`src/rtl/cds420_pkg.sv`:
```
// ----------------------------------------------------------------------------
// cds420_pkg: shared types and constants of the 4:2:0 chroma downsampler
// Field widths, register indexes, reset values and the position flag bundle.
// ----------------------------------------------------------------------------
package cds420_pkg;

  localparam int PIX_BITS       = 8;
  localparam int PAIR_BITS      = 9;
  localparam int QUAD_BITS      = 10;
  localparam int LINE_WORD_BITS = 2 * PAIR_BITS;
  localparam int IMG_W_BITS     = 12;
  localparam int IMG_H_BITS     = 13;
  localparam int CFG_DATA_BITS  = 13;
  localparam int IMG_W_RESET    = 352;
  localparam int IMG_H_RESET    = 288;

  typedef enum logic [0:0] {
    REG_IMAGE_WIDTH  = 1'b0,
    REG_IMAGE_HEIGHT = 1'b1
  } cfg_reg_e;

  typedef struct packed {
    logic odd_col;
    logic odd_row;
    logic in_pair;
    logic in_rows;
  } pos_flags_t;

endpackage

```
`src/rtl/cds420_frame_pos.sv`:
```
// ----------------------------------------------------------------------------
// cds420_frame_pos: frame geometry registers and position counters
// Holds the clamped width and height and tracks column and row of each pixel.
// ----------------------------------------------------------------------------
module cds420_frame_pos #(
  parameter int MAX_WIDTH  = 2048,
  parameter int MAX_HEIGHT = 4096,
  parameter int AW         = 10
) (
  input  logic                                clk,
  input  logic                                rst_n,
  input  logic                                cfg_we,
  input  cds420_pkg::cfg_reg_e                cfg_addr,
  input  logic [cds420_pkg::CFG_DATA_BITS-1:0] cfg_wdata,
  input  logic                                step,
  output cds420_pkg::pos_flags_t              flags,
  output logic [AW-1:0]                       slot
);
  import cds420_pkg::*;

  localparam int CW  = $clog2(MAX_WIDTH);
  localparam int RW  = $clog2(MAX_HEIGHT);
  localparam int WW0 = $clog2(MAX_WIDTH + 1);
  localparam int HW0 = $clog2(MAX_HEIGHT + 1);
  localparam int WW  = (WW0 > IMG_W_BITS) ? WW0 : IMG_W_BITS;
  localparam int HW  = (HW0 > IMG_H_BITS) ? HW0 : IMG_H_BITS;
  localparam int W_RESET_EFF = (IMG_W_RESET > MAX_WIDTH) ? MAX_WIDTH : IMG_W_RESET;
  localparam int H_RESET_EFF = (IMG_H_RESET > MAX_HEIGHT) ? MAX_HEIGHT : IMG_H_RESET;

  logic [WW-1:0] eff_w_r, eff_w_nxt, w_req;
  logic [HW-1:0] eff_h_r, eff_h_nxt, h_req;
  logic [CW-1:0] col_r, col_nxt;
  logic [RW-1:0] row_r, row_nxt;
  logic [WW-1:0] col_ext;
  logic [HW-1:0] row_ext;
  logic          col_last, row_last;

  assign w_req = WW'(cfg_wdata[IMG_W_BITS-1:0]);
  assign h_req = HW'(cfg_wdata[IMG_H_BITS-1:0]);

  always_comb begin
    eff_w_nxt = eff_w_r;
    eff_h_nxt = eff_h_r;
    if (cfg_we) begin
      case (cfg_addr)
        REG_IMAGE_WIDTH: begin
          eff_w_nxt = (w_req > WW'(MAX_WIDTH)) ? WW'(MAX_WIDTH) : w_req;
        end
        REG_IMAGE_HEIGHT: begin
          eff_h_nxt = (h_req > HW'(MAX_HEIGHT)) ? HW'(MAX_HEIGHT) : h_req;
        end
        default: begin
        end
      endcase
    end
  end

  assign col_ext  = WW'(col_r);
  assign row_ext  = HW'(row_r);
  assign col_last = (col_ext + WW'(1)) >= eff_w_r;
  assign row_last = (row_ext + HW'(1)) >= eff_h_r;

  always_comb begin
    col_nxt = col_r;
    row_nxt = row_r;
    if (step) begin
      if (col_last) begin
        col_nxt = '0;
        row_nxt = row_last ? '0 : row_r + RW'(1);
      end else begin
        col_nxt = col_r + CW'(1);
      end
    end
  end

  always_ff @(posedge clk) begin
    if (!rst_n) begin
      eff_w_r <= WW'(W_RESET_EFF);
      eff_h_r <= HW'(H_RESET_EFF);
      col_r   <= '0;
      row_r   <= '0;
    end else begin
      eff_w_r <= eff_w_nxt;
      eff_h_r <= eff_h_nxt;
      col_r   <= col_nxt;
      row_r   <= row_nxt;
    end
  end

  assign flags.odd_col = col_r[0];
  assign flags.odd_row = row_r[0];
  assign flags.in_pair = (col_ext | WW'(1)) < eff_w_r;
  assign flags.in_rows = (row_ext | HW'(1)) < eff_h_r;
  assign slot          = AW'(col_r >> 1);

endmodule

```
`config.mk`:
```
export PLATFORM = sky130hd
export DESIGN_NAME = cds420_frame_pos
export DESIGN_NICKNAME = d
export VERILOG_FILES = /design/src/rtl/cds420_pkg.sv /design/src/rtl/cds420_frame_pos.sv
export SDC_FILE = /design/constraint.sdc
export NUM_CORES = 1
export LEC_CHECK = 0
export BUFFER_PORTS_ARGS = -buffer_cell sky130_fd_sc_hd__buf_2
export CAP_MARGIN = 5
export CORE_ASPECT_RATIO = 0.6
export CORE_MARGIN = 2
export CORE_UTILIZATION = 54
export DETAILED_ROUTE_END_ITERATION = 8
export MAX_ROUTING_LAYER = met4
export PLACE_DENSITY = 0.74
export SETUP_SLACK_MARGIN = 0.15
export SYNTH_ARGS = -nofsm -noshare
export SYNTH_HDL_FRONTEND = slang
export SYNTH_SLANG_ARGS = --single-unit
```
`constraint.sdc`:
```
create_clock -name clk -period 3.2 [get_ports clk]
set_clock_uncertainty 0.15 [all_clocks]
set_input_delay 0.32 -clock clk [delete_from_list [all_inputs] [get_ports clk]]
set_output_delay 0.32 -clock clk [all_outputs]
set_load 0.02 [all_outputs]
```
; Word-level counts from Yosys, hierarchy flattened
; Index checks and enable logic that the tools add are counted.
[op_classes]
n_addsub = 4
multipliers = 0
n_div = 0
n_lt_le_gt_ge = 6
n_eq_ne = 0
n_shift = 0
n_mux = 4
n_bitwise = 1
reduce_logical = 3
[ops]
columns = cell, n
row1 = $mux W12, 2
row2 = $add A12 B1 Y13 const B, 1
row3 = $ge A13 B13 Y1, 1
row4 = $gt A13 B13 Y1 const B, 1
row5 = $lt A12 B13 Y1, 1
row6 = $mux W13, 1
row7 = $add A11 B1 Y12 const B, 1
row8 = $add A12 B1 Y12 const B, 1
row9 = $ge A12 B12 Y1, 1
row10 = $gt A12 B12 Y1 const B, 1
row11 = $lt A11 B12 Y1, 1
row12 = $add A11 B1 Y11 const B, 1
row13 = $mux W11, 1
row14 = $reduce_and A2 Y1, 3
row15 = $not A1 Y1, 1
[totals]
reg_bits = 48
latch_bits = 0
mem_bits_rw = 0
romBits = 0
inputBits = 18
out_inout_bits = 14
elab_cells = 22
memories = 0

; Depth between registers and ports, before layout
[logic_depth]
ltp_word = 3
mapped_depth = 14
depth_no_buf = 12

; Least setup slack after synthesis
; No wires, ideal clock.
[synth_timing]
path_type = reg2reg
from = reg col_r[0]
to = reg row_r[10]
setup_ns = 0.117
arrival_time_ns = 3.268
t_required_ns = 2.933
path_slack_ns = -0.335
path_stages_with_launch = 14
path_buffers = 1
path_cell_list = dfxtp_1 > ha_1 > and3_1 > clkbuf_1 > nand2_1 > or3_1 > xnor2_1 > ha_1 > and4_1 > nand4_1 > or2_2 > o22ai_1 > nor2_1 > a22o_1
[synth_via]
elab_chain_len = 3
[synth_lines]
columns = element, line_no
row1 = "start, declared", cds420_frame_pos.sv:32  ; logic [CW-1:0] col_r, col_nxt;
row2 = "start signal, assigned", cds420_frame_pos.sv:85  ; col_r <= col_nxt;
row3 = $add A11 B1 Y12, cds420_frame_pos.sv:60  ; assign col_last = (col_ext + WW'(1)) >= eff_w_r;
row4 = $ge A12 B12 Y1, cds420_frame_pos.sv:60
row5 = $reduce_and A2 Y1 (no source line), --
row6 = "end signal, assigned", cds420_frame_pos.sv:86  ; row_r <= row_nxt;
row7 = "end, declared", cds420_frame_pos.sv:33  ; logic [RW-1:0] row_r, row_nxt;
; Every way passes these cells.
; A chain may end at the register's enable or synchronous reset.

; Worst setup path in the final report
[layout_timing]
from = reg col_r[0]
to = reg row_r[9]
; The elaborated chain is that of the path after synthesis.

==> results.md <==
Status:
- The flow ran to the end, and the final reports show no timing, DRC or antenna violations.

Floorplan:
- The top-level port count is 32.
- The initial utilization of the core area, before any placement, comes to 57.51%.
- The area of the placeable core is 0.005728 mm².
- In this run the vertical extent of the chip is 64.50 µm.
- The area of the die is 0.006762 mm².
- The die boundary width is between 100 and 150 µm.
- The number of standard-cell rows in the floorplan is 21.

Placement:
- The number of buffers inserted by port buffering is 31.
- The estimated wirelength of the detail-placed design is 6567 µm.
- The congestion estimate from routability-driven global placement came to 0.9548.
- The cell area after placement is 0.003721 mm².

Yosys:
- Summing the areas of all xor and xnor instances in the mapped netlist gives 5.051% of the synthesized area.
- The largest family of logic cells by synthesized area is compound AO/OA/AOI/OAI gates.
- The flip-flop and latch count after synthesis is 48.
- The mux contribution to synthesized area is less than 1%.
- The number of flops mapped to enable cells by yosys is 0.
- The number of cells produced by synthesis is 384.
- The number of nets handed over by synthesis was 448.
- The netlist area before placement is 0.003294 mm².
- Sequential elements use between 20 and 30% of the synthesized area.
- The synthesized area per cell is around 8.6 µm².
- In the synthesized netlist the async set-or-reset flop fraction comes to 0%.
- Summing the areas of all and, or, nand and nor instances in the mapped netlist gives between 20% and 30% of the synthesized area.
- The post-synthesis compound-gate area fraction is 20.85%.
- The adder-cell share of the synthesized area is 17.47%.
- The number of distinct library cell variants in the gate-level netlist after synthesis is 58.
- Among all flip-flop cells after synthesis, the most frequent one is sky130_fd_sc_hd__dfxtp_1.
- The number of warnings reported in the yosys synthesis log is 0.

Timing:
- The final-report max-slew violation count is 0.
- At the pin with the least slew margin, the transition time is around 0.71 ns.
- Setup repair after global routing could not meet its margin everywhere.
- The top achievable clock speed is 314.4 MHz.
- The clock period minus final worst setup slack is between 3 and 4 ns.
- The final critical path takes up 99.39% of the cycle.
- Setup violations remaining at the end of the flow were counted as 0.
- The worst pin sits at a relative slew slack of 52.58%.
- The count of final hold-check violations is 0.

Critical path:
- STA puts the critical path data required time at between 3 and 4 ns.
- For the worst setup path, the data arrival time is 3.24 ns.
- The length in cells of the worst reg-to-reg path is 12.
- STA classifies the critical path endpoint as a flip-flop.
- Along the worst path, the maximum fanout reaches 5.
- The critical path is of the reg2reg type.
- The kind of start point of the critical path is a flip-flop.

Clocking:
- The clock edge transition at the registers on the reported setup and hold paths is around 0.090 ns.
- The maximum clock insertion buffer count is 2.
- TritonCTS built the clock tree.
- The CTS buffer count is 5.
- The clock drives 48 sinks.
- The clock insertion delay at the later pin of the skew report is 0.31 ns.
- The cell sitting at the root of the clock tree is a sky130_fd_sc_hd__clkbuf_8.
- The number of hold buffers added after CTS is 0.
- The number of H-tree levels is 2.

GRT:
- The wire length of the first global-routing pass is between 10000 and 15000 µm.
- For this run the aggregate overflow at the end of global routing stands at 0.
- The overall track demand over capacity in global routing is ~28%.
- The largest net degree at the start of global routing is 32.
- The initial antenna violation count was 0.
- The number of global-route vias before repair is 2853.

Finish:
- At the end of the flow, the number of nets in the layout was 508.
- Summing all flip-flop and latch instances after layout gives 982.2 µm².
- Cells with a size suffix above 1 make up 31.01% of the layout.
- The utilization after layout is 72.52%.
- The fill cell total of the finished layout is 485.
- The count of antenna diodes in the layout is 0.
- The final instance area is 0.004154 mm².
- Summing all multi-input logic gate instances after layout gives 0.002400 mm².
- Compared with the post-synthesis result, the final layout area differs by 26.09%.

Power and ir drop:
- Power spread over the standard cell area amounts to 286.3 mW/mm².
- The maximum VDD drop is roughly 0.00016 V.
- In this run the static leakage power is 0.001883 µW.

Routing:
- Using the TritonRoute via totals, the vias-per-cell ratio works out to 5.909.
- After detailed routing, the average wire length per cell comes to approximately 17 µm.
- The first-iteration detailed-routing DRC count is 288.
- In the routed design, unresolved DRC markers number 0.
- The pre-antenna-repair detailed-routing pass consisted of 5 iterations.
- The final wirelength is between 8000 and 9000 µm.
- In this run the remaining antenna-violating nets after routing total 0.
- The total vias in the final route is 3102.

Flow run:
- The max-cap check violation count is 0.

Min path:
- In this run the worst hold path is classified as in2reg.
- Counting instances, the worst hold path has a depth of 3.
[per-layer routing]
layer | track usage [%] | up-vias | wire length [µm]
met5 | - | - | 0
met4 | 6.333 | 0 | 96
met3 | 4.930 | 12 | 675
met2 | 37.26 | 129 | 3530
met1 | 42.06 | 1441 | 4625
li1 | - | 1520 | -
[worst paths after layout]
check	start	to	slack, ns
max	col_r[0]	row_r[9]	0.02
min	cfg_wdata[1]	eff_w_r[1]	0.13
max reg2reg	col_r[0]	row_r[9]	0.02
min reg2reg	eff_h_r[12]	eff_h_r[12]	0.31
[through the flow]
step                setup TNS, ns  instances  hold WS, ns  power, µW  setup WS (ns)
floorplan                       0        384       0.2863      737.2        0.02667
global placement                0        502       0.2978      786.0        0.03549
detailed placement       -0.07449        502       0.3009      789.3       -0.03660
CTS                             0        519       0.1206       1182        0.09328
global route              -0.1315        525       0.1242       1236       -0.04124
finish                          0        525       0.1267       1189        0.01959
[registers in the layout (all words and copies together), names as in the netlist]
signal	flops
col_r	11
eff_h_r	13
eff_w_r	12
row_r	12
[Yosys cell counts (6+ instances only)]
cell type | instances | area [µm²]
sky130_fd_sc_hd__a21oi_1 | 27 | 135.1
sky130_fd_sc_hd__a22o_1 | 7 | 61.31
sky130_fd_sc_hd__a22oi_1 | 11 | 82.58
sky130_fd_sc_hd__and3_1 | 7 | 43.79
sky130_fd_sc_hd__clkbuf_1 | 11 | 41.29
sky130_fd_sc_hd__dfxtp_1 | 48 | 960.9
sky130_fd_sc_hd__ha_1 | 46 | 575.6
sky130_fd_sc_hd__inv_1 | 30 | 112.6
sky130_fd_sc_hd__nand2_1 | 22 | 82.58
sky130_fd_sc_hd__nand3_1 | 17 | 85.08
sky130_fd_sc_hd__nor2_1 | 33 | 123.9
sky130_fd_sc_hd__nor3b_1 | 7 | 52.55
sky130_fd_sc_hd__o21ai_0 | 7 | 35.03
sky130_fd_sc_hd__o22ai_1 | 6 | 37.54
sky130_fd_sc_hd__xnor2_1 | 9 | 78.83
sky130_fd_sc_hd__xor2_1 | 10 | 87.58
[power breakdown]
group / switching, µW / internal (µW) / total (µW) / leakage, µW
clock network: 220 / 177 / 397 / 0.0000488
logic: 104 / 69.6 / 173 / 0.00144
registers: 10.1 / 609 / 619 / 0.000394
[final cells by class]
class | instances | share of cell area, %
sequential | 48 | 23.64
clock inverter | 1 | 0.1506
clock buffer | 7 | 2.078
timing repair buffer | 71 | 11.23
tap | 80 | 2.410
multi-input combinational | 288 | 57.77
inverter | 30 | 2.711
[kinds of logic (layout without fill, tap and decap cells)]
family | after synthesis | after routing
XOR/XNOR | 19 | 19
AND/OR/NAND/NOR | 125 | 125
multiplexers | 3 | 3
adder cells (fa/ha/maj) | 46 | 46
flip-flops | 48 | 48
AO/OA/AOI/OAI | 95 | 95
buffers and inverters | 48 | 109
[timing repair]
action	4_1_cts	5_1_grt
pin swaps	5	13
setup endpoints to repair	22	23
gates resized for setup	28	20
buffers inserted	9	6
[cell usage in the layout (no fill, tap or decap), types with 3 or more instances in the layout]
cell type	n
sky130_fd_sc_hd__nor2_4	4
sky130_fd_sc_hd__o22ai_1	3
sky130_fd_sc_hd__nand2_1	20
sky130_fd_sc_hd__o311ai_0	3
sky130_fd_sc_hd__nor3b_1	7
sky130_fd_sc_hd__buf_6	3
sky130_fd_sc_hd__and3_4	4
sky130_fd_sc_hd__a21o_1	5
sky130_fd_sc_hd__buf_4	37
sky130_fd_sc_hd__a21oi_1	25
sky130_fd_sc_hd__nand3_1	13
sky130_fd_sc_hd__a22oi_1	11
sky130_fd_sc_hd__a31o_2	5
sky130_fd_sc_hd__inv_1	30
sky130_fd_sc_hd__o21ai_0	4
sky130_fd_sc_hd__ha_1	43
sky130_fd_sc_hd__nand2b_1	5
sky130_fd_sc_hd__nand3_2	3
sky130_fd_sc_hd__xnor2_2	4
sky130_fd_sc_hd__xnor2_1	5
sky130_fd_sc_hd__nor2_1	27
sky130_fd_sc_hd__nand4b_1	3
sky130_fd_sc_hd__ha_4	3
sky130_fd_sc_hd__dfxtp_4	5
sky130_fd_sc_hd__buf_2	31
sky130_fd_sc_hd__xor2_2	3
sky130_fd_sc_hd__nor2b_1	5
sky130_fd_sc_hd__clkbuf_8	6
sky130_fd_sc_hd__nand3b_1	3
sky130_fd_sc_hd__nand4_1	5
sky130_fd_sc_hd__nor4_1	3
sky130_fd_sc_hd__and3_1	3
sky130_fd_sc_hd__xor2_1	7
sky130_fd_sc_hd__a211oi_1	4
sky130_fd_sc_hd__dfxtp_1	41
sky130_fd_sc_hd__a22o_1	7
sky130_fd_sc_hd__a221o_1	3
[worst max-delay path, cell delays in order (launching register included)]
cell and delay [ns]:
sky130_fd_sc_hd__dfxtp_4 0.37, sky130_fd_sc_hd__ha_4 0.14, sky130_fd_sc_hd__and3_4 0.19, sky130_fd_sc_hd__nand2_2 0.08, sky130_fd_sc_hd__or3_4 0.35, sky130_fd_sc_hd__xnor2_2 0.15, sky130_fd_sc_hd__ha_1 0.30, sky130_fd_sc_hd__and4_4 0.22
sky130_fd_sc_hd__nand4_1 0.17, sky130_fd_sc_hd__or2_4 0.31, sky130_fd_sc_hd__o22ai_4 0.24, sky130_fd_sc_hd__o22ai_1 0.13, sky130_fd_sc_hd__mux2_2 0.27
Note: power is estimated with default switching activity, not from simulation.
